### src/sv/image_header_sniffer_assert.svh
// Assertion macros shared by the sniffer RTL.
// IHS_ASSERT_IMPLIES: consequent must hold in the same cycle.
// IHS_ASSERT_NEXT:    consequent must hold one cycle later.
`ifndef IMAGE_HEADER_SNIFFER_ASSERT_SVH
`define IMAGE_HEADER_SNIFFER_ASSERT_SVH

`ifndef SYNTHESIS
`define IHS_ASSERT_IMPLIES(label, clk, rst_n, ante, cons) \
    label: assert property (@(posedge clk) disable iff (!(rst_n)) (ante) |-> (cons)) \
        else $error("assertion failed: same-cycle implication");
`define IHS_ASSERT_NEXT(label, clk, rst_n, ante, cons) \
    label: assert property (@(posedge clk) disable iff (!(rst_n)) (ante) |=> (cons)) \
        else $error("assertion failed: next-cycle implication");
`else
`define IHS_ASSERT_IMPLIES(label, clk, rst_n, ante, cons)
`define IHS_ASSERT_NEXT(label, clk, rst_n, ante, cons)
`endif

`endif

### src/sv/ihs_pkg.sv
`timescale 1ns / 1ps

package ihs_pkg;

    // Default width of the byte position counter
    localparam int POSITION_BITS_DEF = 32;

    // Result format codes
    typedef enum logic [2:0] {
        FMT_PNG     = 3'd0,
        FMT_JPEG    = 3'd1,
        FMT_GIF     = 3'd2,
        FMT_BMP     = 3'd3,
        FMT_TIFF    = 3'd4,
        FMT_EMF     = 3'd5,
        FMT_WMF     = 3'd6,
        FMT_UNKNOWN = 3'd7
    } fmt_t;

    // JPEG segment walk phases
    typedef enum logic [2:0] {
        PH_PREFIX = 3'd0,
        PH_MARKER = 3'd1,
        PH_LEN_HI = 3'd2,
        PH_LEN_LO = 3'd3,
        PH_FRAME  = 3'd4,
        PH_STOP   = 3'd5
    } walk_phase_t;

    // Magic numbers, first file byte in the low byte
    localparam logic [63:0] PNG_MAGIC     = 64'h0A1A_0A0D_474E_5089;
    localparam logic [23:0] JPEG_MAGIC    = 24'hFF_D8FF;
    localparam logic [31:0] GIF_MAGIC     = 32'h3846_4947;
    localparam logic [15:0] BMP_MAGIC     = 16'h4D42;
    localparam logic [31:0] TIFF_LE_MAGIC = 32'h002A_4949;
    localparam logic [31:0] TIFF_BE_MAGIC = 32'h2A00_4D4D;
    localparam logic [31:0] EMF_MAGIC     = 32'h0000_0001;
    localparam logic [31:0] WMF_MAGIC     = 32'h9AC6_CDD7;

    // JPEG marker bytes
    localparam logic [7:0] MARK_PREFIX = 8'hFF;
    localparam logic [7:0] MARK_SOI    = 8'hD8;
    localparam logic [7:0] MARK_SOF0   = 8'hC0;
    localparam logic [7:0] MARK_SOF2   = 8'hC2;
    localparam logic [7:0] MARK_EOI    = 8'hD9;
    localparam logic [7:0] MARK_SOS    = 8'hDA;

    // Byte-lane writes from the JPEG walker into the dimension registers
    typedef struct packed {
        logic wr_height_hi;
        logic wr_height_lo;
        logic wr_width_hi;
        logic wr_width_lo;
        logic frame_found;
    } jpeg_cap_t;

    // Replace one byte lane of a 32-bit word
    function automatic logic [31:0] set_lane(input logic [31:0] word,
                                             input logic [1:0]  lane,
                                             input logic [7:0]  data);
        logic [31:0] res;
        res = word;
        unique case (lane)
            2'd0: res[7:0]   = data;
            2'd1: res[15:8]  = data;
            2'd2: res[23:16] = data;
            2'd3: res[31:24] = data;
            default: res = word;
        endcase
        return res;
    endfunction

endpackage

### src/sv/ihs_classify.sv
`timescale 1ns / 1ps

// Magic-number classifier over the leading eight bytes
module ihs_classify
    import ihs_pkg::*;
(
    input  logic [63:0] lead_bytes,   // byte k in bits 8k+7:8k
    input  logic [3:0]  avail,        // bytes present, 0..8
    output fmt_t        fmt
);

    logic is_png, is_jpeg, is_gif, is_bmp, is_tiff, is_emf, is_wmf;

    // A magic longer than the file never matches
    assign is_png  = (avail >= 4'd8) && (lead_bytes == PNG_MAGIC);
    assign is_jpeg = (avail >= 4'd3) && (lead_bytes[23:0] == JPEG_MAGIC);
    assign is_gif  = (avail >= 4'd4) && (lead_bytes[31:0] == GIF_MAGIC);
    assign is_bmp  = (avail >= 4'd2) && (lead_bytes[15:0] == BMP_MAGIC);
    assign is_tiff = (avail >= 4'd4) && ((lead_bytes[31:0] == TIFF_LE_MAGIC) ||
                                         (lead_bytes[31:0] == TIFF_BE_MAGIC));
    assign is_emf  = (avail >= 4'd4) && (lead_bytes[31:0] == EMF_MAGIC);
    assign is_wmf  = (avail >= 4'd4) && (lead_bytes[31:0] == WMF_MAGIC);

    // Test order decides
    always_comb begin
        priority if (is_png) begin
            fmt = FMT_PNG;
        end else if (is_jpeg) begin
            fmt = FMT_JPEG;
        end else if (is_gif) begin
            fmt = FMT_GIF;
        end else if (is_bmp) begin
            fmt = FMT_BMP;
        end else if (is_tiff) begin
            fmt = FMT_TIFF;
        end else if (is_emf) begin
            fmt = FMT_EMF;
        end else if (is_wmf) begin
            fmt = FMT_WMF;
        end else begin
            fmt = FMT_UNKNOWN;
        end
    end

endmodule

### src/sv/ihs_jpeg_walk.sv
`timescale 1ns / 1ps
`include "image_header_sniffer_assert.svh"

// JPEG marker segment walker: one byte per step
module ihs_jpeg_walk
    import ihs_pkg::*;
#(
    parameter int POSITION_BITS = POSITION_BITS_DEF
) (
    input  logic                     aclk,
    input  logic                     aresetn,
    input  logic                     step,       // a word is processed
    input  logic                     clear,      // last word of the file
    input  logic [POSITION_BITS-1:0] pos,
    input  logic [7:0]               data_byte,
    input  logic                     soi_seen,   // bytes 0,1 are FF D8
    output jpeg_cap_t                cap
);

    localparam logic [POSITION_BITS-1:0] POS_MAX   = '1;
    localparam logic [POSITION_BITS-1:0] SEG_FIRST = POSITION_BITS'(2);

    walk_phase_t              phase_reg, phase_next;
    logic [POSITION_BITS-1:0] seg_start_reg, seg_start_next;
    logic [7:0]               len_hi_reg, len_hi_next;
    logic                     frame_found_reg, frame_found_next;

    logic [POSITION_BITS:0]   diff;
    logic                     before_seg;
    logic [POSITION_BITS-1:0] seg_off;
    logic [15:0]              seg_len;
    logic [POSITION_BITS:0]   seg_sum;
    logic [POSITION_BITS-1:0] seg_after;
    logic                     is_jpeg;
    logic                     stopped;

    // Offset into the current segment
    assign diff       = {1'b0, pos} - {1'b0, seg_start_reg};
    assign before_seg = diff[POSITION_BITS];
    assign seg_off    = diff[POSITION_BITS-1:0];

    // Start of the following segment, clamped at the top
    assign seg_len   = {len_hi_reg, data_byte};
    assign seg_sum   = {1'b0, seg_start_reg} + (POSITION_BITS + 1)'(seg_len)
                       + (POSITION_BITS + 1)'(2);
    assign seg_after = seg_sum[POSITION_BITS] ? POS_MAX : seg_sum[POSITION_BITS-1:0];

    // Only the first segment checks the start-of-image bytes
    assign is_jpeg = (pos != SEG_FIRST) || soi_seen;

    // Next walk state and lane writes
    always_comb begin
        phase_next       = phase_reg;
        seg_start_next   = seg_start_reg;
        len_hi_next      = len_hi_reg;
        frame_found_next = frame_found_reg;
        cap              = '0;
        if (step) begin
            priority if (phase_reg == PH_STOP) begin
                phase_next = PH_STOP;
            end else if (pos == POS_MAX) begin
                phase_next = PH_STOP;
            end else if (!before_seg) begin
                unique case (phase_reg)
                    PH_PREFIX: begin
                        if (seg_off == '0) begin
                            phase_next = (data_byte == MARK_PREFIX && is_jpeg) ?
                                         PH_MARKER : PH_STOP;
                        end
                    end
                    PH_MARKER: begin
                        if (seg_off == POSITION_BITS'(1)) begin
                            priority if (data_byte == MARK_SOF0 ||
                                         data_byte == MARK_SOF2) begin
                                phase_next = PH_FRAME;
                            end else if (data_byte == MARK_EOI ||
                                         data_byte == MARK_SOS) begin
                                phase_next = PH_STOP;
                            end else begin
                                phase_next = PH_LEN_HI;
                            end
                        end
                    end
                    PH_LEN_HI: begin
                        if (seg_off == POSITION_BITS'(2)) begin
                            len_hi_next = data_byte;
                            phase_next  = PH_LEN_LO;
                        end
                    end
                    PH_LEN_LO: begin
                        if (seg_off == POSITION_BITS'(3)) begin
                            if (seg_len < 16'd2) begin
                                phase_next = PH_STOP;
                            end else begin
                                seg_start_next = seg_after;
                                phase_next     = PH_PREFIX;
                            end
                        end
                    end
                    PH_FRAME: begin
                        // height at segment offsets 5,6; width at 7,8
                        priority if (seg_off == POSITION_BITS'(5)) begin
                            cap.wr_height_hi = 1'b1;
                        end else if (seg_off == POSITION_BITS'(6)) begin
                            cap.wr_height_lo = 1'b1;
                        end else if (seg_off == POSITION_BITS'(7)) begin
                            cap.wr_width_hi = 1'b1;
                        end else if (seg_off == POSITION_BITS'(8)) begin
                            cap.wr_width_lo = 1'b1;
                        end else if (seg_off == POSITION_BITS'(9)) begin
                            frame_found_next = 1'b1;
                            phase_next       = PH_STOP;
                        end else begin
                            phase_next = PH_FRAME;
                        end
                    end
                    default: phase_next = PH_STOP;
                endcase
            end else begin
                phase_next = phase_reg;
            end
        end
        cap.frame_found = frame_found_next;
    end

    // Walk state; restarts after the last word of each file
    always_ff @(posedge aclk) begin
        if (!aresetn || (step && clear)) begin
            phase_reg       <= PH_PREFIX;
            seg_start_reg   <= SEG_FIRST;
            len_hi_reg      <= '0;
            frame_found_reg <= 1'b0;
        end else begin
            phase_reg       <= phase_next;
            seg_start_reg   <= seg_start_next;
            len_hi_reg      <= len_hi_next;
            frame_found_reg <= frame_found_next;
        end
    end

    assign stopped = phase_reg == PH_STOP;

    `IHS_ASSERT_IMPLIES(a_frame_ends_walk, aclk, aresetn, frame_found_reg, stopped)
    `IHS_ASSERT_NEXT(a_stop_sticks, aclk, aresetn, stopped && !(step && clear), stopped)
    `IHS_ASSERT_IMPLIES(a_seg_start_min, aclk, aresetn, 1'b1, seg_start_reg >= SEG_FIRST)

endmodule

### src/sv/image_header_sniffer.sv
`timescale 1ns / 1ps
`include "image_header_sniffer_assert.svh"

// Channel   Direction  Handshake          Word
// s_        in         s_valid / s_ready  s_data_byte, s_last_byte
// m_        out        m_valid / m_ready  m_format_code, m_image_width, m_image_height
//
// One byte per cycle unless a held result stalls a last byte: a byte first
// waits in the input register, then the header state updates and, on the last
// byte, the result register loads.
// aresetn is synchronous, active low; it clears all control and header state.
// A held result stalls only a following last byte; other bytes keep flowing.
module image_header_sniffer
    import ihs_pkg::*;
#(
    parameter int POSITION_BITS = POSITION_BITS_DEF
) (
    input  logic               aclk,
    input  logic               aresetn,
    input  logic               s_valid,
    output logic               s_ready,
    input  logic [7:0]         s_data_byte,
    input  logic               s_last_byte,
    output logic               m_valid,
    input  logic               m_ready,
    output logic [2:0]         m_format_code,
    output logic signed [31:0] m_image_width,
    output logic signed [31:0] m_image_height
);

    localparam logic [POSITION_BITS-1:0] POS_MAX = '1;

    // Input register
    logic       in_valid_reg;
    logic [7:0] in_byte_reg;
    logic       in_last_reg;
    logic       advance;

    // Header state
    logic [POSITION_BITS-1:0] pos_reg, pos_next;
    logic [63:0]              lead_reg, lead_next;
    logic [31:0]              first_reg, first_next, first_hdr;
    logic [31:0]              second_reg, second_next, second_hdr;

    // Result register
    logic               out_valid_reg;
    fmt_t               fmt_reg;
    logic signed [31:0] width_reg;
    logic signed [31:0] height_reg;

    logic        pos_lt8, pos_lt32;
    logic [4:0]  off;
    logic [3:0]  avail;
    logic        gif_hdr, png_hdr, bmp_hdr, soi_seen;
    logic        wr_first, wr_second;
    logic [1:0]  hdr_lane;
    fmt_t        fmt;
    jpeg_cap_t   cap;
    logic [31:0] res_w, res_h;
    logic        load_out, no_dims_out, bmp_out;

    // Move on unless a last word would overwrite a waiting result
    assign advance = in_valid_reg && (!in_last_reg || !out_valid_reg || m_ready);
    assign s_ready = !in_valid_reg || advance;

    always_ff @(posedge aclk) begin
        if (!aresetn) begin
            in_valid_reg <= 1'b0;
        end else if (s_valid && s_ready) begin
            in_valid_reg <= 1'b1;
        end else if (advance) begin
            in_valid_reg <= 1'b0;
        end
    end

    always_ff @(posedge aclk) begin
        if (s_valid && s_ready) begin
            in_byte_reg <= s_data_byte;
            in_last_reg <= s_last_byte;
        end
    end

    // Leading bytes including the current one
    assign pos_lt8  = pos_reg < POSITION_BITS'(8);
    assign pos_lt32 = pos_reg < POSITION_BITS'(32);
    assign off      = pos_reg[4:0];
    assign avail    = pos_lt8 ? ({1'b0, pos_reg[2:0]} + 4'd1) : 4'd8;

    always_comb begin
        lead_next = lead_reg;
        for (int k = 0; k < 8; k++) begin
            if (pos_lt8 && pos_reg[2:0] == 3'(k)) begin
                lead_next[8*k +: 8] = lead_reg[8*k +: 8] | in_byte_reg;
            end
        end
    end

    ihs_classify u_classify (
        .lead_bytes (lead_next),
        .avail      (avail),
        .fmt        (fmt)
    );

    // Header bytes already stored when their dimension fields arrive
    assign gif_hdr  = lead_reg[31:0] == GIF_MAGIC;
    assign png_hdr  = lead_reg == PNG_MAGIC;
    assign bmp_hdr  = lead_reg[15:0] == BMP_MAGIC;
    assign soi_seen = lead_reg[15:0] == {MARK_SOI, MARK_PREFIX};

    // Fixed-offset dimension fields: GIF 6..9, PNG 16..23, BMP 18..25
    always_comb begin
        wr_first  = 1'b0;
        wr_second = 1'b0;
        hdr_lane  = 2'd0;
        priority if (pos_lt32 && gif_hdr && off >= 5'd6 && off <= 5'd9) begin
            wr_first  = off < 5'd8;
            wr_second = !(off < 5'd8);
            hdr_lane  = {1'b0, off[0]};
        end else if (pos_lt32 && png_hdr && off >= 5'd16 && off <= 5'd23) begin
            wr_first  = off < 5'd20;
            wr_second = !(off < 5'd20);
            hdr_lane  = ~off[1:0];
        end else if (pos_lt32 && bmp_hdr && off >= 5'd18 && off <= 5'd25) begin
            wr_first  = off < 5'd22;
            wr_second = !(off < 5'd22);
            hdr_lane  = off[1:0] - 2'd2;
        end else begin
            wr_first  = 1'b0;
        end
    end

    ihs_jpeg_walk #(
        .POSITION_BITS (POSITION_BITS)
    ) u_jpeg_walk (
        .aclk      (aclk),
        .aresetn   (aresetn),
        .step      (advance),
        .clear     (in_last_reg),
        .pos       (pos_reg),
        .data_byte (in_byte_reg),
        .soi_seen  (soi_seen),
        .cap       (cap)
    );

    // Dimension registers with this word's lane writes applied
    always_comb begin
        first_hdr  = wr_first ? set_lane(first_reg, hdr_lane, in_byte_reg) : first_reg;
        second_hdr = wr_second ? set_lane(second_reg, hdr_lane, in_byte_reg) : second_reg;
        first_next  = first_hdr;
        second_next = second_hdr;
        if (cap.wr_width_hi) begin
            first_next[15:8] = in_byte_reg;
        end
        if (cap.wr_width_lo) begin
            first_next[7:0] = in_byte_reg;
        end
        if (cap.wr_height_hi) begin
            second_next[15:8] = in_byte_reg;
        end
        if (cap.wr_height_lo) begin
            second_next[7:0] = in_byte_reg;
        end
    end

    assign pos_next = (pos_reg == POS_MAX) ? pos_reg : pos_reg + POSITION_BITS'(1);

    always_ff @(posedge aclk) begin
        if (!aresetn || (advance && in_last_reg)) begin
            pos_reg    <= '0;
            lead_reg   <= '0;
            first_reg  <= '0;
            second_reg <= '0;
        end else if (advance) begin
            pos_reg    <= pos_next;
            lead_reg   <= lead_next;
            first_reg  <= first_next;
            second_reg <= second_next;
        end
    end

    // Result dimensions for the detected format
    always_comb begin
        res_w = '0;
        res_h = '0;
        unique case (fmt)
            FMT_PNG: begin
                if (pos_reg >= POSITION_BITS'(23)) begin
                    res_w = first_next;
                    res_h = second_next;
                end
            end
            FMT_GIF: begin
                if (pos_reg >= POSITION_BITS'(9)) begin
                    res_w = {16'd0, first_next[15:0]};
                    res_h = {16'd0, second_next[15:0]};
                end
            end
            FMT_BMP: begin
                if (pos_reg >= POSITION_BITS'(25)) begin
                    res_w = first_next;
                    // absolute height, most negative saturates
                    if (second_next == 32'h8000_0000) begin
                        res_h = 32'h7FFF_FFFF;
                    end else if (second_next[31]) begin
                        res_h = 32'd0 - second_next;
                    end else begin
                        res_h = second_next;
                    end
                end
            end
            FMT_JPEG: begin
                if (cap.frame_found) begin
                    res_w = {16'd0, first_next[15:0]};
                    res_h = {16'd0, second_next[15:0]};
                end
            end
            default: begin
                res_w = '0;
                res_h = '0;
            end
        endcase
    end

    // Result register
    always_ff @(posedge aclk) begin
        if (!aresetn) begin
            out_valid_reg <= 1'b0;
        end else if (advance && in_last_reg) begin
            out_valid_reg <= 1'b1;
        end else if (m_ready) begin
            out_valid_reg <= 1'b0;
        end
    end

    always_ff @(posedge aclk) begin
        if (advance && in_last_reg) begin
            fmt_reg    <= fmt;
            width_reg  <= res_w;
            height_reg <= res_h;
        end
    end

    assign m_valid        = out_valid_reg;
    assign m_format_code  = fmt_reg;
    assign m_image_width  = width_reg;
    assign m_image_height = height_reg;

    // Terms for the checks below
    assign load_out    = advance && in_last_reg;
    assign no_dims_out = out_valid_reg && (fmt_reg == FMT_TIFF || fmt_reg == FMT_EMF ||
                                           fmt_reg == FMT_WMF || fmt_reg == FMT_UNKNOWN);
    assign bmp_out     = out_valid_reg && fmt_reg == FMT_BMP;

    `IHS_ASSERT_IMPLIES(a_no_overwrite, aclk, aresetn, out_valid_reg && !m_ready, !load_out)
    `IHS_ASSERT_NEXT(a_pos_restart, aclk, aresetn, load_out, pos_reg == '0)
    `IHS_ASSERT_IMPLIES(a_no_dims, aclk, aresetn, no_dims_out, width_reg == '0 && height_reg == '0)
    `IHS_ASSERT_IMPLIES(a_bmp_height_pos, aclk, aresetn, bmp_out, !height_reg[31])

endmodule
### config.mk
export PLATFORM = sky130hd
export DESIGN_NAME = image_header_sniffer
export DESIGN_NICKNAME = d
export VERILOG_FILES = /design/src/sv/ihs_pkg.sv /design/src/sv/ihs_classify.sv /design/src/sv/ihs_jpeg_walk.sv /design/src/sv/image_header_sniffer.sv
export VERILOG_INCLUDE_DIRS = /design/src /design/src/sv
export SDC_FILE = /design/constraint.sdc
export NUM_CORES = 1
export LEC_CHECK = 0
export BUFFER_PORTS_ARGS = -buffer_cell sky130_fd_sc_hd__buf_2
export CAP_MARGIN = 40
export CORE_MARGIN = 3
export CORE_UTILIZATION = 50
export DETAILED_ROUTE_END_ITERATION = 10
export PLACE_DENSITY = 0.68
export SLEW_MARGIN = 20
export SYNTH_ARGS = -nofsm -noshare
export SYNTH_HDL_FRONTEND = slang
export SYNTH_HIERARCHICAL = 1
export SYNTH_SLANG_ARGS = --single-unit
### constraint.sdc
create_clock -name aclk -period 11.8 [get_ports aclk]
set_input_delay 1.77 -clock aclk [delete_from_list [all_inputs] [get_ports aclk]]
set_output_delay 1.77 -clock aclk [all_outputs]
set_load 0.02 [all_outputs]
* Word-level counts from Yosys, hierarchy flattened *
Index checks and enable logic that the tools add are counted.

storage, ports and cells
  register bits = 282
  input bits = 13
  output and inout port bits = 69

cells by class
  add/sub/neg operators = 7
  $lt $le $gt $ge = 19
  equal/unequal tests = 55
  mux-type cells = 95
  bitwise gates (word level) = 13
  reduce and logical (&&, ||, !) cells = 54

operators by type and width
  kind                     count
  $mux W32                 9
  $pmux W32 S4             2
  $mux W8                  20
  $eq A64 B60 Y1 const B   2
  $eq A32 B3 Y1 const B    3
  $eq A32 B30 Y1 const B   3
  $eq A32 B32 Y1 const B   3
  $mux W3                  22
  $eq A32 B1 Y1 const B    2
  $eq A32 B2 Y1 const B    2
  $eq A32 B4 Y1 const B    2
  $ge A32 B5 Y1 const B    2
  $mux W16                 4
  $or A8 B8 Y8             8
  $eq A8 B8 Y1 const B     5
  $add A32 B16 Y33         1
  $add A33 B2 Y33 const B  1
  $sub A32 B32 Y33         1
  $add A32 B1 Y32 const B  1
  $eq A16 B15 Y1 const B   2
  $eq A32 B22 Y1 const B   1
  $ge A32 B4 Y1 const B    1
  $logic_not A32 Y1        1
  $lt A32 B4 Y1 const B    1
  41 further kinds         144

* Depth between registers and ports, before layout *
Gate-level depths: netlist of the first run.

  depth after elaboration = 17
  gate-level depth with buffers = 28
  depth with buffers taken out = 25

* Modules after synthesis *
The synthesis of the first run kept the hierarchy.

modules (own cells, without submodules)
  module                instances  cells each  area an instance (um^2)
  image_header_sniffer  1          1372        12390.6
  ihs_jpeg_walk         1          772         5785.5
  ihs_classify          1          77          515.5

* Worst setup path after synthesis of the first run *
OpenSTA, ideal clock, no wires.

  path type = register to register
  from = register pos_reg[0]
  to = register height_reg[24], in the netlist m_image_height[24], data pin
  arrival time = 5796 ps
  data required time = 11530 ps
  setup slack = 5734 ps
  cell stages (with the launch flop) = 27
  buffers on the path = 1
  clock period less this slack = 6066 ps
  path through = dfxtp_1 > inv_1 > ha_1 > fa_1 > nor2b_2 > o211a_1 > o2111ai_2 > a211oi_1 > nand3b_1 > nand3_1 > nor4_2 > and3_4 > nand3_1 > nor2_1 > nand2_1 > nor3_1 > inv_1 > nand2_2 > mux2i_1 > ha_1 > nand4b_1 > a21oi_1 > or2_1 > buf_2 > and4_1 > mux2i_1 > a21oi_1

RTL lines
  element                 line                         source
  start, declared         image_header_sniffer.sv:40   logic [POSITION_BITS-1:0] pos_reg, pos_next;
  start signal, assigned  image_header_sniffer.sv:174  pos_reg <= pos_next;
  end signal, assigned    image_header_sniffer.sv:239  height_reg <= res_h;
  end, declared           image_header_sniffer.sv:49   logic signed [31:0] height_reg;

==> out/qor.log, run 1 <==
INFO  outcome        outcome=complete, no violations
INFO  worst_hold_path hold_class=reg -> reg
INFO  drt            via_per_inst=6.27
INFO  synthesis      ys_dominant_reg_cell=dfxtp_1
INFO  die            io_pins=82
INFO  worst_setup_path critical_path.n_buffers_inverters=3
INFO  worst_hold_path worst_hold_depth=2
INFO  worst_setup_path worst-path-stages=26
INFO  cells_and_area largest_reg_flops=64
INFO  worst_setup_path worst-endpoint-required=12240ps
INFO  synthesis      synth-seq-area-share=0.343
INFO  synthesis      synth_top_area_frac=0.221
INFO  grt            grtUsageTotal=0.275
INFO  worst_setup_path critical_path.slowest_cell=dfxtp_1
INFO  sta            finalSetupViolCount=0
INFO  clock_network  clk_root_buffer_cell=clkbuf_16
INFO  synthesis      yosys.area.top_type=dfxtp_1
INFO  sta            max_freq=139MHz
INFO  drt            final_antenna_net_count=0
INFO  synthesis      post_synth_num_cell_types=106
INFO  sta            pins_over_their_slew_limit=0
INFO  cells_and_area final.fill_count=3325
INFO  die            core=36700um2
INFO  drt            first_pass_iters=6
INFO  place          dp_worst_setup_slack=4740ps
INFO  synthesis      total_nets_after_synthesis=2309
INFO  drt            dr_total_vias=17200
INFO  drt            detail_route.wirelength=56.2mm
INFO  sta            tightestPinTransition=953ps
INFO  cells_and_area layout-drive-gt1-share=0.113
INFO  sta            timing_hold_violations_final=0
INFO  die            start_util=0.509
INFO  sta            fin_setup_tns=0ps
INFO  cells_and_area most-common-layout-cells=nor2_1, dfxtp_1, nand2_1
INFO  synthesis      synth.cell_area=18700um2
INFO  synthesis      synthesis.yosys.warnings=6
INFO  sta            fin_worst_skew=16.3ps
INFO  sta            setup_slack=4580ps
INFO  drt            avgRoutedWirePerCell=20.5um
INFO  synthesis      netlist_top_cells_area=dfxtp_1, edfxtp_1, nor2_1
INFO  clock_network  post-cts-setup-buffers=0
INFO  clock_network  clk_pin_slew=60ps
INFO  synthesis      synth_enable_flop_cells=76
INFO  worst_setup_path path_class=reg -> reg
INFO  sta            max-slew-margin-rel=0.364
INFO  power_and_ir_drop pwr_density_cell=106nW/um2
INFO  place          io_port_bufs=81
INFO  worst_setup_path endpoint_arrival_time_on_the_critical_path=7650ps
INFO  drt            drc_errors_left=0
INFO  worst_setup_path cpPeakStageDelay=720ps
INFO  clock_network  source_to_sink_clock_delay_at_the_later_pin_of_the_worst_skew_pair=570ps
INFO  synthesis      postSynthAreaPerCell=8.42um2
INFO  grt            number_of_antenna_violations_at_the_first_check_in_global_routing=0
INFO  worst_setup_path timing.critical_path.from_type=register
INFO  clock_network  clock_tree.buffer_depth=3
INFO  grt            grt-ovfl-total=0
INFO  power_and_ir_drop power.static_leakage=8.48nW
INFO  worst_setup_path r2r.worst_path.cells=26
INFO  clock_network  tritoncts=built
INFO  die            die_x=199um
INFO  run            cap_viol_max_count=0
INFO  sta            fin_crit=7220ps
INFO  synthesis      cell_count_after_synthesis=2221
INFO  synthesis      ys_seq_elements=282
INFO  worst_setup_path worstSetupEndpointType=register
INFO  grt            vias_in_the_first_global_route=15900
INFO  place          dp.final_hpwl=39.8mm
INFO  die            dieArea=39700um2
INFO  cells_and_area n_antenna_cell=0
INFO  clock_network  cts.repair.resized=0
INFO  cells_and_area layout.cells.most_common=nor2_1
INFO  synthesis      synthArstFlopShare=0
INFO  cells_and_area post_layout_nets=2335
INFO  worst_setup_path gate_family_responsible_for_the_most_delay_along_the_worst_path=simple AND/OR/NAND/NOR gates
INFO  clock_network  htree_levels=1
INFO  worst_setup_path critPathMaxFanout=16
INFO  clock_network  numClockSinks=282
INFO  drt            drt_iter0_markers=1864
INFO  clock_network  cts-hold-fix-buffers=0
INFO  die            floorplan.die.height=199um
INFO  grt            largest_net_degree_at_the_start_of_global_routing=82
INFO  grt            grt_pass1_wl=88.1mm
INFO  sta            fin_crit_sh=0.611
INFO  place          gpl.final_weighted_congestion=0.935
INFO  sta            rsz_0062_raised_after_global_routing=no
INFO  die            std_cell_rows=70
INFO  cells_and_area flow.area_growth_from_synthesis=9.95%
INFO  clock_network  tritoncts.num_buffers=31
INFO  power_and_ir_drop peakVddDrop=0.106mV
## synth_stat cells, drive strengths merged, types with 13 or more instances
cell      n
xor2     31
nor2    303
mux2i   105
inv      71
and2     24
xnor2    26
nand2   168
o211a    17
or4      15
dfxtp   206
a21o     84
or3      25
clkbuf   96
buf      33
and3     37
nor3     63
or2      16
nand3    77
nand2b   20
edfxtp   76
o21a     23
ha       73
o21ai    72
nand4    50
a21oi   115
o22ai    15
a31oi    14
nor4b    13
nor3b    71
a211oi   35
nor4     58
## where the power goes
group	total (mW)	internal [mW]	switching [mW]
Sequential	1.01	1.00	0.00901
Clock	0.991	0.592	0.399
Combinational	0.168	0.0509	0.117
## tightest hold or removal path, stage by stage (launching register included)
cell     delay (ps)
dfxtp_1         310
nand2_1          50
a21oi_1          50
## area by class of cell
type	count	area, um2	area share
clock buffers	41	853	0.0415
clock inverters	16	183	0.00889
inverters	72	270	0.0132
multi-input cells	1738	11500	0.559
flip-flops and latches	282	6410	0.312
well taps	468	586	0.0285
repair buffers	122	763	0.0371
## layer usage
layer	share of wire	wire length [um]	vias to the layer above	GRT usage
li1	-	-	8277	-
met1	0.47	26100	8142	0.401
met2	0.44	24700	648	0.433
met3	0.072	4030	108	0.0395
met4	0.023	1290	0	0.0651
met5	0	0	-	0
## final timing paths
kind,to,slack (ps),startpoint
max,m_image_height[20],4580,pos_reg[0]
min,first_reg[31],450,first_reg[31]
max reg2reg,m_image_height[20],4580,pos_reg[0]
min reg2reg,first_reg[31],450,first_reg[31]
## metrics by stage
stage / utilization / hold slack (ps) / instance area [um2] / cells / total power, mW
floorplan: - / 431 / 18700 / 2221 / 1.14
global placement: 0.527 / 437 / 19300 / 2665 / 1.19
detailed placement: 0.529 / 443 / 19400 / 2675 / 1.19
CTS: 0.558 / 452 / 20500 / 2732 / 2.18
global route: 0.560 / 473 / 20600 / 2739 / 2.23
finish: 0.560 / 448 / 20600 / 2739 / 2.17
## cells by family (layout without fill, tap and decap cells)
| group | count (synthesis) | after routing | synth area share |
|---|---|---|---|
| buffers and inverters | 201 | 251 | 0.0446 |
| adders and majority gates | 75 | 75 | 0.0510 |
| muxes | 117 | 117 | 0.0637 |
| xor gates and xnor gates | 57 | 57 | 0.0267 |
| AOI/OAI and AO/OA | 491 | 491 | 0.186 |
| DFF | 282 | 282 | 0.343 |
| and+or+nand+nor | 998 | 998 | 0.285 |
Note: power is estimated with default switching activity, not from simulation.
==> run 2: changes to the inputs <==
==> constraint.sdc (replaced) <==
create_clock -name aclk -period 6.7 [get_ports aclk]
set_input_delay 1.005 -clock aclk [delete_from_list [all_inputs] [get_ports aclk]]
set_output_delay 1.005 -clock aclk [all_outputs]
set_load 0.02 [all_outputs]
==> out/qor.log, run 2 (synthesis results as in run 1) <==
INFO  outcome        outcome=complete, no violations
INFO  die            core=36700um2 [unchanged]
INFO  sta            max-slew-margin-rel=0.378 [+0.0136]
INFO  sta            timing_hold_violations_final=0 [unchanged]
INFO  power_and_ir_drop report.power.total=4.04mW [+86%]
INFO  die            start_util=0.509 [unchanged]
INFO  sta            pins_over_their_slew_limit=0 [unchanged]
INFO  cells_and_area layout-drive-gt1-share=0.127 [+0.0134]
INFO  place          gpl.final_weighted_congestion=0.996 [+6.5%]
INFO  worst_setup_path critical_path.n_buffers_inverters=3 [unchanged]
INFO  sta            fin_crit=6230ps [-990 ps]
INFO  die            die_x=199um [unchanged]
INFO  drt            drt_iter0_markers=1645 [-12%]
INFO  sta            tightestPinTransition=933ps [-20.5 ps]
INFO  worst_hold_path worst_hold_depth=2 [unchanged]
INFO  place          dp_worst_setup_slack=146ps [-4600 ps]
INFO  worst_hold_path hold-path-endpoint=first_reg[27]
INFO  cells_and_area most-common-layout-cells=nor2_1, dfxtp_1, nand2_1
INFO  cells_and_area post_layout_nets=2356 [+0.90%]
INFO  worst_setup_path critical_path.slowest_cell=nor4b_1
INFO  grt            grtUsageTotal=0.279 [+0.00405]
INFO  grt            number_of_antenna_violations_at_the_first_check_in_global_routing=1 [+1]
INFO  power_and_ir_drop peakVddDrop=0.221mV [+110%]
INFO  power_and_ir_drop power.switching=0.961mW [+83%]
INFO  clock_network  clk_pin_slew=60ps [about the same]
INFO  clock_network  numClockSinks=282 [unchanged]
INFO  worst_setup_path worstSetupEndpointType=register
INFO  grt            grt-ovfl-total=0 [unchanged]
INFO  worst_setup_path critPathMaxFanout=9 [-7]
INFO  worst_setup_path cpPeakStageDelay=390ps [-330 ps]
INFO  drt            final_antenna_net_count=0 [unchanged]
INFO  cells_and_area largest_reg_flops=64 [unchanged]
INFO  place          io_port_bufs=81 [unchanged]
INFO  power_and_ir_drop power.clock.fraction=0.486 [+0.029]
INFO  power_and_ir_drop internal-power=3.08mW [+88%]
INFO  cells_and_area final.fill_count=3296 [-0.87%]
INFO  grt            vias_in_the_first_global_route=16300 [+2.6%]
INFO  clock_network  tritoncts=built
INFO  power_and_ir_drop switching_share=0.238 [-0.00426]
INFO  worst_setup_path worstReg2RegEnd=m_image_height[20]
INFO  worst_setup_path worst-endpoint-required=6960ps [-5280 ps]
INFO  sta            setup_slack=474ps [-4110 ps]
INFO  power_and_ir_drop pwr_density_cell=194nW/um2 [+84%]
INFO  clock_network  clk_root_buffer_cell=clkbuf_16
INFO  cells_and_area layout.cells.most_common=nor2_1
INFO  die            dieArea=39700um2 [unchanged]
INFO  sta            max_freq=161MHz [+16%]
INFO  sta            fin_worst_skew=20.9ps [+4.64 ps]
INFO  cells_and_area n_antenna_cell=0 [unchanged]
INFO  power_and_ir_drop seq_power_share=0.440 [-0.026]
INFO  worst_hold_path hold_class=reg -> reg
INFO  cells_and_area flow.area_growth_from_synthesis=11.7%
INFO  power_and_ir_drop power.static_leakage=8.66nW [+2.1%]
INFO  die            std_cell_rows=70 [unchanged]
INFO  drt            via_per_inst=6.30 [+0.48%]
INFO  die            io_pins=82 [unchanged]
INFO  worst_setup_path timing.critical_path.from_type=register
INFO  worst_setup_path ff2ff_setup_slack=470ps [-4110 ps]
INFO  clock_network  htree_levels=2 [+1]
INFO  grt            grt_pass1_wl=89.3mm [+1.4%]
INFO  drt            dr_total_vias=17400 [+1.3%]
INFO  worst_setup_path gate_family_responsible_for_the_most_delay_along_the_worst_path=simple AND/OR/NAND/NOR gates
INFO  drt            detail_route.wirelength=56.4mm [+0.36%]
INFO  sta            finalSetupViolCount=0 [unchanged]
INFO  sta            fin_crit_sh=0.929 [+0.318]
INFO  drt            drc_errors_left=0 [unchanged]
INFO  clock_network  clock_tree.buffer_depth=3 [unchanged]
INFO  worst_setup_path worst_path_most_repeated_cell=inv_1
INFO  clock_network  post-cts-setup-buffers=0 [unchanged]
INFO  worst_hold_path worst_hold_startpoint=first_reg[27]
INFO  run            cap_viol_max_count=0 [unchanged]
INFO  worst_setup_path r2r.worst_path.cells=24 [-7.7%]
INFO  power_and_ir_drop power_frac_comb=0.074 [-0.003]
INFO  drt            first_pass_iters=6 [unchanged]
INFO  worst_setup_path path_class=reg -> reg
INFO  worst_setup_path path_cells=inv_1 -> ha_1 -> a21o_1 -> or3_1 -> o21bai_1 -> o21ai_1 -> a211oi_2 -> nor4b_1 -> a311oi_2 -> inv_1 -> nand3_1 -> nor2_1 -> nand2_1 -> nor3_4 -> inv_1 -> nand2_4 -> mux2i_1 -> ha_2 -> nand4b_1 -> a21oi_1 -> nor2_1 -> nor4_4 -> o21ai_1 -> or3_1
INFO  die            floorplan.die.height=199um [unchanged]
INFO  grt            largest_net_degree_at_the_start_of_global_routing=87 [+6.1%]
INFO  clock_network  source_to_sink_clock_delay_at_the_later_pin_of_the_worst_skew_pair=530ps [-40 ps]
INFO  drt            avgRoutedWirePerCell=20.4um [-0.41%]
INFO  worst_setup_path endpoint_arrival_time_on_the_critical_path=6490ps [-1160 ps]
INFO  place          dp.final_hpwl=40.3mm [+1.3%]
INFO  worst_setup_path worst_r2r_startpoint=u_jpeg_walk/seg_start_reg[4]
INFO  clock_network  tritoncts.num_buffers=34 [+9.7%]
## run 2: cell types whose count changed in the layout (fill, tap and decap cells not counted), sizes merged
cell / change
bufinv: +1
clkbuf: +3
buf: +20
inv: +1
clkinvlp: -1
clkinv: -3
## run 2: worst register-to-register path: stages, from the launching register on
cell and delay, ps:
dfxtp_1 380, inv_1 70, ha_1 350, a21o_1 260, or3_1 350, o21bai_1 290, o21ai_1 280, a211oi_2 380
nor4b_1 390, a311oi_2 130, inv_1 170, nand3_1 160, nor2_1 160, nand2_1 100, nor3_4 290, inv_1 180
nand2_4 180, mux2i_1 270, ha_2 280, nand4b_1 110, a21oi_1 270, nor2_1 150, nor4_4 320, o21ai_1 110
or3_1 360
## run 2: area by class of cell
type / count / area, um2 / share of cell area
Multi-Input combinational cell: 1738 / 11500 / 0.553
Clock inverter: 14 / 214 / 0.0102
Timing Repair Buffer: 140 / 870 / 0.0417
Tap cell: 468 / 586 / 0.0280
Inverter: 72 / 270 / 0.0129
Sequential cell: 282 / 6410 / 0.307
Clock buffer: 46 / 987 / 0.0473
## run 2: repair_timing
| item | in CTS | in global routing |
|---|---|---|
| hold buffers | 0 | 0 |
| setup endpoints to repair | 0 | 32 |
| resized for setup | 0 | 10 |
## run 2: power groups by stage
| stage | Clock [mW] | Combinational (mW) | Sequential, mW |
|---|---|---|---|
| 2_1_floorplan | 0 | 0.194 | 1.82 |
| 3_3_place_gp | 0 | 0.285 | 1.81 |
| 3_5_place_dp | 0 | 0.288 | 1.81 |
| 4_1_cts | 2.00 | 0.289 | 1.78 |
| 5_1_grt | 2.07 | 0.327 | 1.78 |
| 6_report | 1.97 | 0.301 | 1.78 |
## run 2: worst max path at each step
stage	from	endpoint	slack, ps	cells past startpoint
floorplan	pos_reg[0]	m_image_height[24]	630	26
global route	u_jpeg_walk/seg_start_reg[27]	m_image_height[20]	-9	24
CTS	pos_reg[0]	m_image_height[20]	140	25
finish	u_jpeg_walk/seg_start_reg[4]	m_image_height[20]	470	24
detailed placement	pos_reg[0]	m_image_height[20]	150	25
global placement	pos_reg[0]	m_image_height[20]	240	25
## run 2: metal layers
layer  GRT usage  wire length (um)  vias up
met5           0                 0        -
met3      0.0455              4250       95
met2       0.434             24800      694
met4      0.0757              1330        0
met1       0.403             26100     8270
li1            -                 -     8331
## run 2: stage by stage
step | std cells | utilization | setup TNS, ps | instance area, um2 | hold slack, ps
2_1_floorplan | 2221 | - | 0 | 18700 | 431
3_3_place_gp | 2687 | 0.532 | 0 | 19500 | 438
3_5_place_dp | 2692 | 0.532 | 0 | 19500 | 445
4_1_cts | 2752 | 0.565 | 0 | 20700 | 452
5_1_grt | 2760 | 0.569 | -8.68 | 20900 | 464
6_report | 2760 | 0.569 | 0 | 20900 | 449
